--- src/design/pdpd_pkg.sv ---
// shared types, constants and decode helpers for the pixel detector packet decoder
package pdpd_pkg;

  localparam int WordWidth   = 64;
  localparam int CountWidth  = 13;
  localparam int RefWidth    = 30;
  localparam int OutWidth    = 112;

  localparam logic [7:0] HdrT      = 8'h54;
  localparam logic [7:0] HdrP      = 8'h50;
  localparam logic [7:0] HdrX      = 8'h58;
  localparam logic [7:0] TopTdc    = 8'h6F;
  localparam logic [3:0] TopHit    = 4'hB;
  localparam logic [9:0] SingleOfs = 10'd260;
  localparam logic [9:0] FarEdge   = 10'd515;
  localparam logic [9:0] MidEdge   = 10'd255;

  typedef enum logic [1:0] {
    LAYOUT_SINGLE = 2'd0,
    LAYOUT_DOUBLE = 2'd1,
    LAYOUT_TRIPLE = 2'd2,
    LAYOUT_QUAD   = 2'd3
  } layout_t;

  typedef struct packed {
    logic [29:0] extended_time;
    logic [31:0] flight_time;
    logic [3:0]  arrival_fine;
    logic [13:0] arrival_coarse;
    logic [9:0]  time_over_threshold;
    logic [9:0]  hit_y;
    logic [9:0]  hit_x;
  } hit_t;

  // layout code from header byte 4
  function automatic layout_t layout_of(input logic [7:0] b4);
    layout_t l;
    unique case (b4)
      8'd0:    l = LAYOUT_SINGLE;
      8'd1:    l = LAYOUT_DOUBLE;
      8'd2:    l = LAYOUT_TRIPLE;
      default: l = LAYOUT_QUAD;
    endcase
    return l;
  endfunction

  // full hit decode from one packet word and the current state
  function automatic hit_t decode_hit(input logic [WordWidth-1:0] w,
                                      input layout_t layout,
                                      input logic [RefWidth-1:0] ref_time);
    hit_t        h;
    logic [15:0] a;
    logic [9:0]  x0;
    logic [9:0]  y0;
    a  = w[59:44];
    x0 = {2'b00, a[15:9], a[2]};
    y0 = {2'b00, a[8:3], a[1:0]};
    h.time_over_threshold = w[29:20];
    h.arrival_coarse      = w[43:30];
    h.arrival_fine        = w[19:16];
    h.extended_time       = {w[15:0], w[43:30]};
    h.flight_time         = {2'b00, w[15:0], w[43:30]} - {2'b00, ref_time};
    unique case (layout)
      LAYOUT_SINGLE: begin
        h.hit_x = x0 + SingleOfs;
        h.hit_y = y0;
      end
      LAYOUT_DOUBLE: begin
        h.hit_x = FarEdge - x0;
        h.hit_y = FarEdge - y0;
      end
      LAYOUT_TRIPLE: begin
        h.hit_x = MidEdge - x0;
        h.hit_y = FarEdge - y0;
      end
      default: begin
        h.hit_x = x0;
        h.hit_y = y0;
      end
    endcase
    return h;
  endfunction

endpackage

--- src/design/pixel_detector_packet_decoder.sv ---
// top level: chunked hit packet decoder with a two-deep result buffer
//
// one 64-bit stream word is taken per cycle while s_tready is high, and every
// word is decoded in the cycle it is accepted, so a word can follow in every
// cycle. chunk state (words left, layout, reference time) updates at the
// accepting edge; a hit is written at that edge to the output register (and is
// offered in the next cycle) or, while that one holds an untaken hit, to the skid.
// a skid register behind the output register lets the input keep flowing
// while one hit waits to be taken; s_tready drops only while both hold a hit.
// only hit words inside a chunk produce an output beat; headers, reference
// time words and anything else are consumed silently.
module pixel_detector_packet_decoder
  import pdpd_pkg::*;
(
  input  logic                 clk,
  input  logic                 rst,
  // input stream: packet_word
  input  logic                 s_tvalid,
  output logic                 s_tready,
  input  logic [WordWidth-1:0] s_tdata,
  // output stream, low bit up: hit_x, hit_y, time_over_threshold,
  // arrival_coarse, arrival_fine, flight_time, extended_time, 2 pad zeros
  output logic                 m_tvalid,
  input  logic                 m_tready,
  output logic [OutWidth-1:0]  m_tdata
);

  // chunk state
  logic [CountWidth-1:0] words_left;
  logic [CountWidth-1:0] words_left_next;
  layout_t               layout_mode;
  layout_t               layout_mode_next;
  logic [RefWidth-1:0]   tdc_value;
  logic [RefWidth-1:0]   tdc_value_next;

  // result buffer
  hit_t out_hit;
  hit_t out_hit_next;
  logic out_valid;
  logic out_valid_next;
  hit_t skid_hit;
  hit_t skid_hit_next;
  logic skid_valid;
  logic skid_valid_next;

  logic       accept;
  logic       take;
  logic       is_header;
  logic       res_valid;
  hit_t       res_hit;
  logic [7:0] top;

  assign accept    = s_tvalid && s_tready;
  assign take      = out_valid && m_tready;
  assign top       = s_tdata[63:56];
  assign is_header = (s_tdata[7:0] == HdrT) && (s_tdata[15:8] == HdrP) &&
                     (s_tdata[23:16] == HdrX);
  assign res_hit   = decode_hit(s_tdata, layout_mode, tdc_value);
  // a hit counts only inside a chunk
  assign res_valid = accept && (words_left != '0) && (top[7:4] == TopHit);

  // chunk tracking
  always_comb begin
    words_left_next  = words_left;
    layout_mode_next = layout_mode;
    tdc_value_next   = tdc_value;
    if (accept) begin
      if (words_left == '0) begin
        if (is_header) begin
          layout_mode_next = layout_of(s_tdata[39:32]);
          // bytes 7:6 as a 16-bit size, shifted right by 3
          words_left_next  = s_tdata[63:51];
        end
      end else begin
        words_left_next = words_left - CountWidth'(1);
        if (top == TopTdc) begin
          tdc_value_next = s_tdata[41:12];
        end
      end
    end
  end

  // output register with skid stage behind it
  always_comb begin
    out_hit_next    = out_hit;
    out_valid_next  = out_valid;
    skid_hit_next   = skid_hit;
    skid_valid_next = skid_valid;
    if (!out_valid || take) begin
      if (skid_valid) begin
        out_hit_next    = skid_hit;
        out_valid_next  = 1'b1;
        skid_hit_next   = res_hit;
        skid_valid_next = res_valid;
      end else begin
        out_hit_next    = res_hit;
        out_valid_next  = res_valid;
      end
    end else if (res_valid) begin
      // output held, skid is empty because the beat was accepted
      skid_hit_next   = res_hit;
      skid_valid_next = 1'b1;
    end
  end

  always_ff @(posedge clk) begin
    if (rst) begin
      words_left  <= '0;
      layout_mode <= LAYOUT_SINGLE;
      tdc_value   <= '0;
      out_valid   <= 1'b0;
      skid_valid  <= 1'b0;
    end else begin
      words_left  <= words_left_next;
      layout_mode <= layout_mode_next;
      tdc_value   <= tdc_value_next;
      out_valid   <= out_valid_next;
      skid_valid  <= skid_valid_next;
    end
  end

  // payload needs no reset
  always_ff @(posedge clk) begin
    out_hit  <= out_hit_next;
    skid_hit <= skid_hit_next;
  end

  assign s_tready = !skid_valid;
  assign m_tvalid = out_valid;
  assign m_tdata  = {2'b00, out_hit};

endmodule

--- config.mk ---
export PLATFORM = sky130hd
export DESIGN_NAME = pixel_detector_packet_decoder
export DESIGN_NICKNAME = d
export VERILOG_FILES = /design/src/design/pdpd_pkg.sv /design/src/design/pixel_detector_packet_decoder.sv
export SDC_FILE = /design/constraint.sdc
export NUM_CORES = 1
export LEC_CHECK = 0
export ABC_CLOCK_PERIOD_IN_PS = 6000
export BUFFER_PORTS_ARGS = -buffer_cell sky130_fd_sc_hd__buf_2
export CAP_MARGIN = 20
export CORE_MARGIN = 3
export CORE_UTILIZATION = 50
export CTS_CLUSTER_SIZE = 16
export DETAILED_ROUTE_END_ITERATION = 8
export GPL_TIMING_DRIVEN = 0
export PLACE_DENSITY = 0.76
export SLEW_MARGIN = 20
export SYNTH_ARGS = -nofsm -noshare
export SYNTH_HDL_FRONTEND = slang
export SYNTH_SLANG_ARGS = --single-unit
--- constraint.sdc ---
create_clock -name clk -period 6 [get_ports clk]
set_input_delay 0.9 -clock clk [delete_from_list [all_inputs] [get_ports clk]]
set_output_delay 0.9 -clock clk [all_outputs]
set_load 0.005 [all_outputs]
==> results.md, run 1 <==
* Status: finished clean
* Pwr dens at 269.3 mW/mm^2
* Vias at 8266
* Sequential Power Share at 51.2%
* Leakage at 0.005023 uW
* DRT iter0 DRCs at 780
* Async SR Flop Fraction at 0%
* GP Congestion at 0.9276
* Die height at 156.5 um
* Post-Synth XOR/XNOR Area at 3.405%
* Hold_buf cts at 0
* Gr busiest metal: met2
* Most frequent cell after synthesis: edfxtp_1
* CTS Buffer Depth at 3
* First-pass GRT wire length at 42.94 mm
* H-tree depth at 1
* Number of port buffers at 177
* DIE WIDTH at 156.5 um
* Top-Level Pins at 182
* Endpoints failing setup at 0
* DRC errors left at 0
* CP Data Required Time at 6.25 ns
* Ant diodes at 0
* Mean post-synth cell area at 11.48 sq um
* Largest net degree at the start of global routing at 54
* Vias in the first global route at 7874
* Final worst slack at 2.714 ns
* WL per Instance at 18.69 um
* Initial antenna violation count at 0
* CTS resizes at 0
* Worst-path fanout max at 5
* Crit path arrival time at 3.53 ns
* Layout cell share with drive strength beyond 1 at 26.18%
* Area Growth Syn to Fin at 18.14%
* Number of fillers in the final layout at 1823
* Mapped Cells at 986
* Post-synthesis sequential area ratio at 58.72%
* Max Slew Vio Count at 0
* Synth Register Bits at 237
* Die Area at 0.02448 sq mm
* Sw frac at 22.25%
* Final wirelength at 27.87 mm
* GR Util All Layers at 22.20%
* Post-synthesis mux area share at 6.964%
* Critical path launch point type: primary input
* Main combinational cell family by area after synthesis: simple AND/OR/NAND/NOR gates
* Max-cap viol count at 0
* Core ar. at 0.02203 sq mm
* Area contributors post-synth: edfxtp_1 50%, dfxtp_1 8.3%, mux2_2 7.0%
* Place WS at 2.252 ns
* Vias per inst at 5.544
* Synth warn at 0
* Leading area contributor after synthesis: edfxtp_1
* Clock latency on the worst-skew pair at 0.52 ns
* Root Buffer: clkbuf_16
* Dpl cells at 1446
* Crit-path max cell delay at 0.57 ns
* Grt met3 use at 3.623%
* Max IR drop VDD at 0.1700 mV
* # rows at 54
* Post-synth EDFFs at 190
* Distinct cells, synth at 67
* Grt ovf at 0
* Layout Cells excl Fill at 1491
* CP Cell Sequence: buf_2, inv_1, ha_1, fa_1, nand2b_1, a21oi_1, o311ai_2, o21ai_1, a211oi_2, a311oi_1
* Ratio of final minimum period to clock period at 54.77%
* Worst hold path class: flip-flop to flip-flop
* Comb pwr share at 8.9%
* Hold WS at 0.4533 ns
* Post-synth top area share at 50.41%
* Minimum clock period at 3.286 ns
* Fin util at 60.71%
* Clk slew on worst S/H paths at 0.06 ns
* Synth Area in Compound Gates at 10.60%
* Mapped cell area at 0.01132 sq mm
* Clk sinks at 237
* Nets at 1297
* Drt pass-1 iters at 5
* Critical path class: primary input to flip-flop
* Worst Tran Pin Value at 1.081 ns
* Internal power at 2800 uW
* Clock share of power at 39.9%
* Synth Area in Adders at 4.046%
* CTS Buf Count at 25
* Max Clock Skew at 0.01187 ns
* Hold Vio Cnt, Final at 0
* Max-slew headroom at 27.41%
* Post-DRT Antenna Nets at 0
* Initial core utilization at 51.39%
* Synth top cells by count: 190 x edfxtp_1, 153 x nand2_1, 78 x a21oi_1
* Highest Clock Rate at 304.3 MHz
* Crit end category: flip-flop
* Met1 Use GR at 32.20%
* Unrepaired setup endpoints after global routing: no
* Ys flop type: edfxtp_1
* Simple-gate share of the synthesized area at 11.86%
* Post-DP HPWL at 19.99 mm
* NetSw at 801.5 uW
* Met2 Usage GRT at 35.13%
* Postcts setup bufs at 0
* CP max-delay cell: a311oi_1
* TritonCTS clock tree: yes
* Setup_tns at 0 ns
## path summary, 6_finish.rpt
check                start  slack [ns]  cells past startpoint            end
max            s_tdata[30]        2.71                     10    m_tdata[74]
min          tdc_value[29]        0.45                      2  tdc_value[29]
max reg2reg   tdc_value[5]        2.96                      9    m_tdata[78]
min reg2reg  tdc_value[29]        0.45                      2  tdc_value[29]
## layout make-up
class | count | area [sq um] | area share, %
clock buffer | 40 | 691.9 | 5.175
buffer | 64 | 314.1 | 2.349
sequential | 237 | 6646 | 49.71
clock inverter | 5 | 51.30 | 0.3836
multi-input combinational | 638 | 4197 | 31.38
inverter | 48 | 180.2 | 1.347
tap | 280 | 350.3 | 2.620
timing repair buffer | 179 | 940.9 | 7.037
## worst max-delay path: cells and delay by family
kind,cells,cell delay (ns)
buf+inv,2,0.21
compound gates,5,1.58
simple gates,1,0.18
fa+ha+maj,2,0.64
## cell families after synthesis
family,Yosys count
simple gates,293
flops,237
compound gates,193
buf+inv,112
mux,70
xor+xnor,44
fa+ha+maj,36
other cells,1
## per-stage QoR
step,instance area (sq um),power (uW)
2_1_floorplan,11320,2050
3_3_place_gp,12560,2187
3_5_place_dp,12630,2195
4_1_cts,13370,3622
5_1_grt,13370,3728
6_report,13370,3602
## metal layers
metal,routed length (um),part of all wire (%),up-vias
met4,581,2.1,0
li1,-,-,3963
met1,12450,45,3957
met3,1999,7.2,37
met2,12830,46,309
met5,0,0,-
## power groups by stage
stage,Clock (uW),Combinational [uW],Sequential [uW]
global placement,0,310,1880
floorplan,0,166,1880
detailed placement,0,317,1880
global route,1530,353,1850
CTS,1460,319,1840
finish,1440,321,1840
## sequential cells by signal (all words and copies together) (netlist names)
signal       count
m_tdata         95
skid_hit        95
tdc_value       30
words_left      13
layout_mode      2
m_tvalid         1
skid_valid       1
## placed cells by master (no fill, tap or decap), types with 7 or more instances in the layout
cell | netlist | routed
mux2_2 | 70 | 70
buf_2 | 5 | 182
xnor2_1 | 27 | 27
nand3_1 | 13 | 13
o21ai_0 | 34 | 34
xor2_1 | 17 | 17
o31ai_1 | 8 | 8
nand2_1 | 153 | 153
buf_4 | 18 | 18
a21o_1 | 10 | 9
nand4_1 | 10 | 10
nor2_1 | 50 | 50
dfxtp_1 | 47 | 47
ha_1 | 35 | 35
nor2b_1 | 7 | 7
a31oi_1 | 10 | 10
a21oi_1 | 78 | 78
clkbuf_16 | 0 | 25
edfxtp_1 | 190 | 190
inv_1 | 47 | 47
clkbuf_1 | 37 | 51
nor3_1 | 19 | 19
Note: power is estimated with default switching activity, not from simulation.
==> run 2, diff against run 1 <==
--- a/config.mk
+++ b/config.mk
@@ -5,7 +5,7 @@
 export SDC_FILE = /design/constraint.sdc
 export NUM_CORES = 1
 export LEC_CHECK = 0
-export ABC_CLOCK_PERIOD_IN_PS = 6000
+export ABC_CLOCK_PERIOD_IN_PS = 2950
 export BUFFER_PORTS_ARGS = -buffer_cell sky130_fd_sc_hd__buf_2
 export CAP_MARGIN = 20
 export CORE_MARGIN = 3
==> constraint.sdc (replaced) <==
create_clock -name clk -period 2.95 [get_ports clk]
set_input_delay 0.4425 -clock clk [delete_from_list [all_inputs] [get_ports clk]]
set_output_delay 0.4425 -clock clk [all_outputs]
set_load 0.005 [all_outputs]
==> results.md, run 2 (synthesis gave the netlist of run 1 again) <==
* Final wirelength at 27.55 mm (-1.1%)
* Minimum clock period at 2.845 ns
* Pwr dens at 546.0 mW/mm^2 (+100%)
* CP max-delay cell: fa_1
* CTS Buffer Depth at 3 (unchanged)
* Number of fillers in the final layout at 1797 (-1.4%)
* Top delay family on crit path: compound AO/OA/AOI/OAI gates
* H-tree depth at 1 (unchanged)
* Most common cell after layout, fill and taps aside: edfxtp_1
* Drt pass-1 iters at 5 (unchanged)
* Worst hold path class: primary input to flip-flop
* Unrepaired setup endpoints after global routing: no
* CP Data Required Time at 3.22 ns (-3.03 ns)
* Clock latency on the worst-skew pair at 0.52 ns (about the same)
* Root Buffer: clkbuf_16
* Worst Tran Pin Value at 1.001 ns (-0.08000 ns)
* Initial antenna violation count at 0 (unchanged)
* Ratio of final minimum period to clock period at 96.43%
* Vias at 8300 (+0.41%)
* Max IR drop VDD at 0.3789 mV (+120%)
* Hold Vio Cnt, Final at 0 (unchanged)
* Clk slew on worst S/H paths at 0.06 ns (about the same)
* Nets at 1300 (+0.23%)
* Status: finished clean
* WL per Instance at 18.41 um (-1.5%)
* DIE WIDTH at 156.5 um (unchanged)
* Number of port buffers at 177 (unchanged)
* Gr busiest metal: met2
* Vias per inst at 5.548 (about the same)
* Crit path arrival time at 3.12 ns (-0.41 ns)
* Die height at 156.5 um (unchanged)
* Met1 Use GR at 31.98% (-0.23 points)
* Postcts setup bufs at 0 (unchanged)
* # rows at 54 (unchanged)
* Endpoints failing setup at 0 (unchanged)
* GR Util All Layers at 21.94% (-0.26 points)
* Area Growth Syn to Fin at 19.06%
* Highest Clock Rate at 351.5 MHz
* Largest net degree at the start of global routing at 52 (-3.7%)
* Leakage at 0.005067 uW (+0.88%)
* Max Slew Vio Count at 0 (unchanged)
* Initial core utilization at 51.39% (unchanged)
* Dpl cells at 1448 (+0.14%)
* R2r setup slk at 0.11 ns (-2.85 ns)
* Met2 Usage GRT at 34.22% (-0.90 points)
* DRT iter0 DRCs at 692 (-11%)
* Die Area at 0.02448 sq mm (unchanged)
* CTS Buf Count at 26 (+4.0%)
* Layout Cells excl Fill at 1496 (+0.34%)
* Worst-path fanout max at 5 (unchanged)
* TritonCTS clock tree: yes
* Post-DRT Antenna Nets at 0 (unchanged)
* Grt met3 use at 3.208% (-0.41 points)
* GP Congestion at 0.9308 (+0.34%)
* Post-DP HPWL at 20.02 mm (+0.12%)
* Max-slew headroom at 32.78% (+5.4 points)
* Critical path launch point type: flip-flop
* Top-Level Pins at 182 (unchanged)
* Max-cap viol count at 0 (unchanged)
* Final instance area at 0.01348 sq mm (+0.78%)
* Vias in the first global route at 7934 (+0.76%)
* Max Clock Skew at 0.009901 ns (-0.001973 ns)
* CP Buf/Inv Count at 0 (-2)
* Grt ovf at 0 (unchanged)
* First-pass GRT wire length at 42.73 mm (-0.48%)
* Layout cell share with drive strength beyond 1 at 26.75% (+0.57 points)
* CP Cell Sequence: ha_1, fa_1, nand2b_1, a21oi_1, o311ai_4, o21ai_2, a211oi_2, xnor2_1, mux2_2
* Clk sinks at 237 (unchanged)
* Highest-count cells in the layout ignoring fill and taps: 190 x edfxtp_1, 182 x buf_2, 153 x nand2_1
* Crit-path max cell delay at 0.43 ns (-0.14 ns)
* DRC errors left at 0 (unchanged)
* Post-Place Cell Area at 0.01266 sq mm (+0.26%)
* Critical path class: flip-flop to flip-flop
* Crit end category: flip-flop
* Core ar. at 0.02203 sq mm (unchanged)
## run 2: layout make-up
type | instances | area (sq um) | share of cell area, %
buffer | 64 | 314.1 | 2.331
sequential | 237 | 6646 | 49.32
clock buffer | 36 | 729.5 | 5.413
tap | 280 | 350.3 | 2.600
multi-input combinational | 638 | 4230 | 31.39
antenna | 1 | 2.502 | 0.01857
inverter | 48 | 180.2 | 1.337
timing repair buffer | 181 | 973.4 | 7.224
clock inverter | 11 | 48.80 | 0.3621
## run 2: per-layer routing
layer / vias up / part of all wire (%)
li1: 3985 / -
met1: 3954 / 45
met2: 305 / 45
met3: 56 / 6.8
met4: 0 / 2.5
met5: - / 0
## run 2: path summary, 6_finish.rpt
path,from,endpoint,depth (start not counted)
worst max-delay path,tdc_value[0],m_tdata[70],9
worst min register to register,tdc_value[3],tdc_value[3],2
worst max register to register,tdc_value[0],m_tdata[70],9
worst min-delay path,s_tdata[42],skid_hit[92],1
## run 2: through the flow
step	total power, uW	hold WS, ns	worst slack, ns	util, %	setup TNS (ns)
global route	7629	0.1291	0.01855	61.17	0
detailed placement	4465	0.4479	-0.3316	57.48	-2.425
finish	7358	0.1368	0.1053	61.18	0
global placement	4450	0.4433	-0.4996	57.08	-49.28
floorplan	4170	0.4363	0.3083	-	0
CTS	7404	0.1256	0.01628	61.03	0
## run 2: worst reg2reg max path, delay by kind of cell, from the launching register on
kind	cells	cell delay, ns
fa+ha+maj	2	0.66
flops	1	0.32
simple gates	1	0.19
xor+xnor	1	0.21
mux	1	0.29
compound gates	4	0.93
## run 2: what timing repair did
item	4_1_cts	5_1_grt
setup endpoints to repair	1	7
hold buffers	0	0
resized for setup	1	4
## run 2: power by group
part	internal, uW	switching [uW]
clock network	1710	1240
logic	292	364
registers	3720	29.5
total	5720	1630
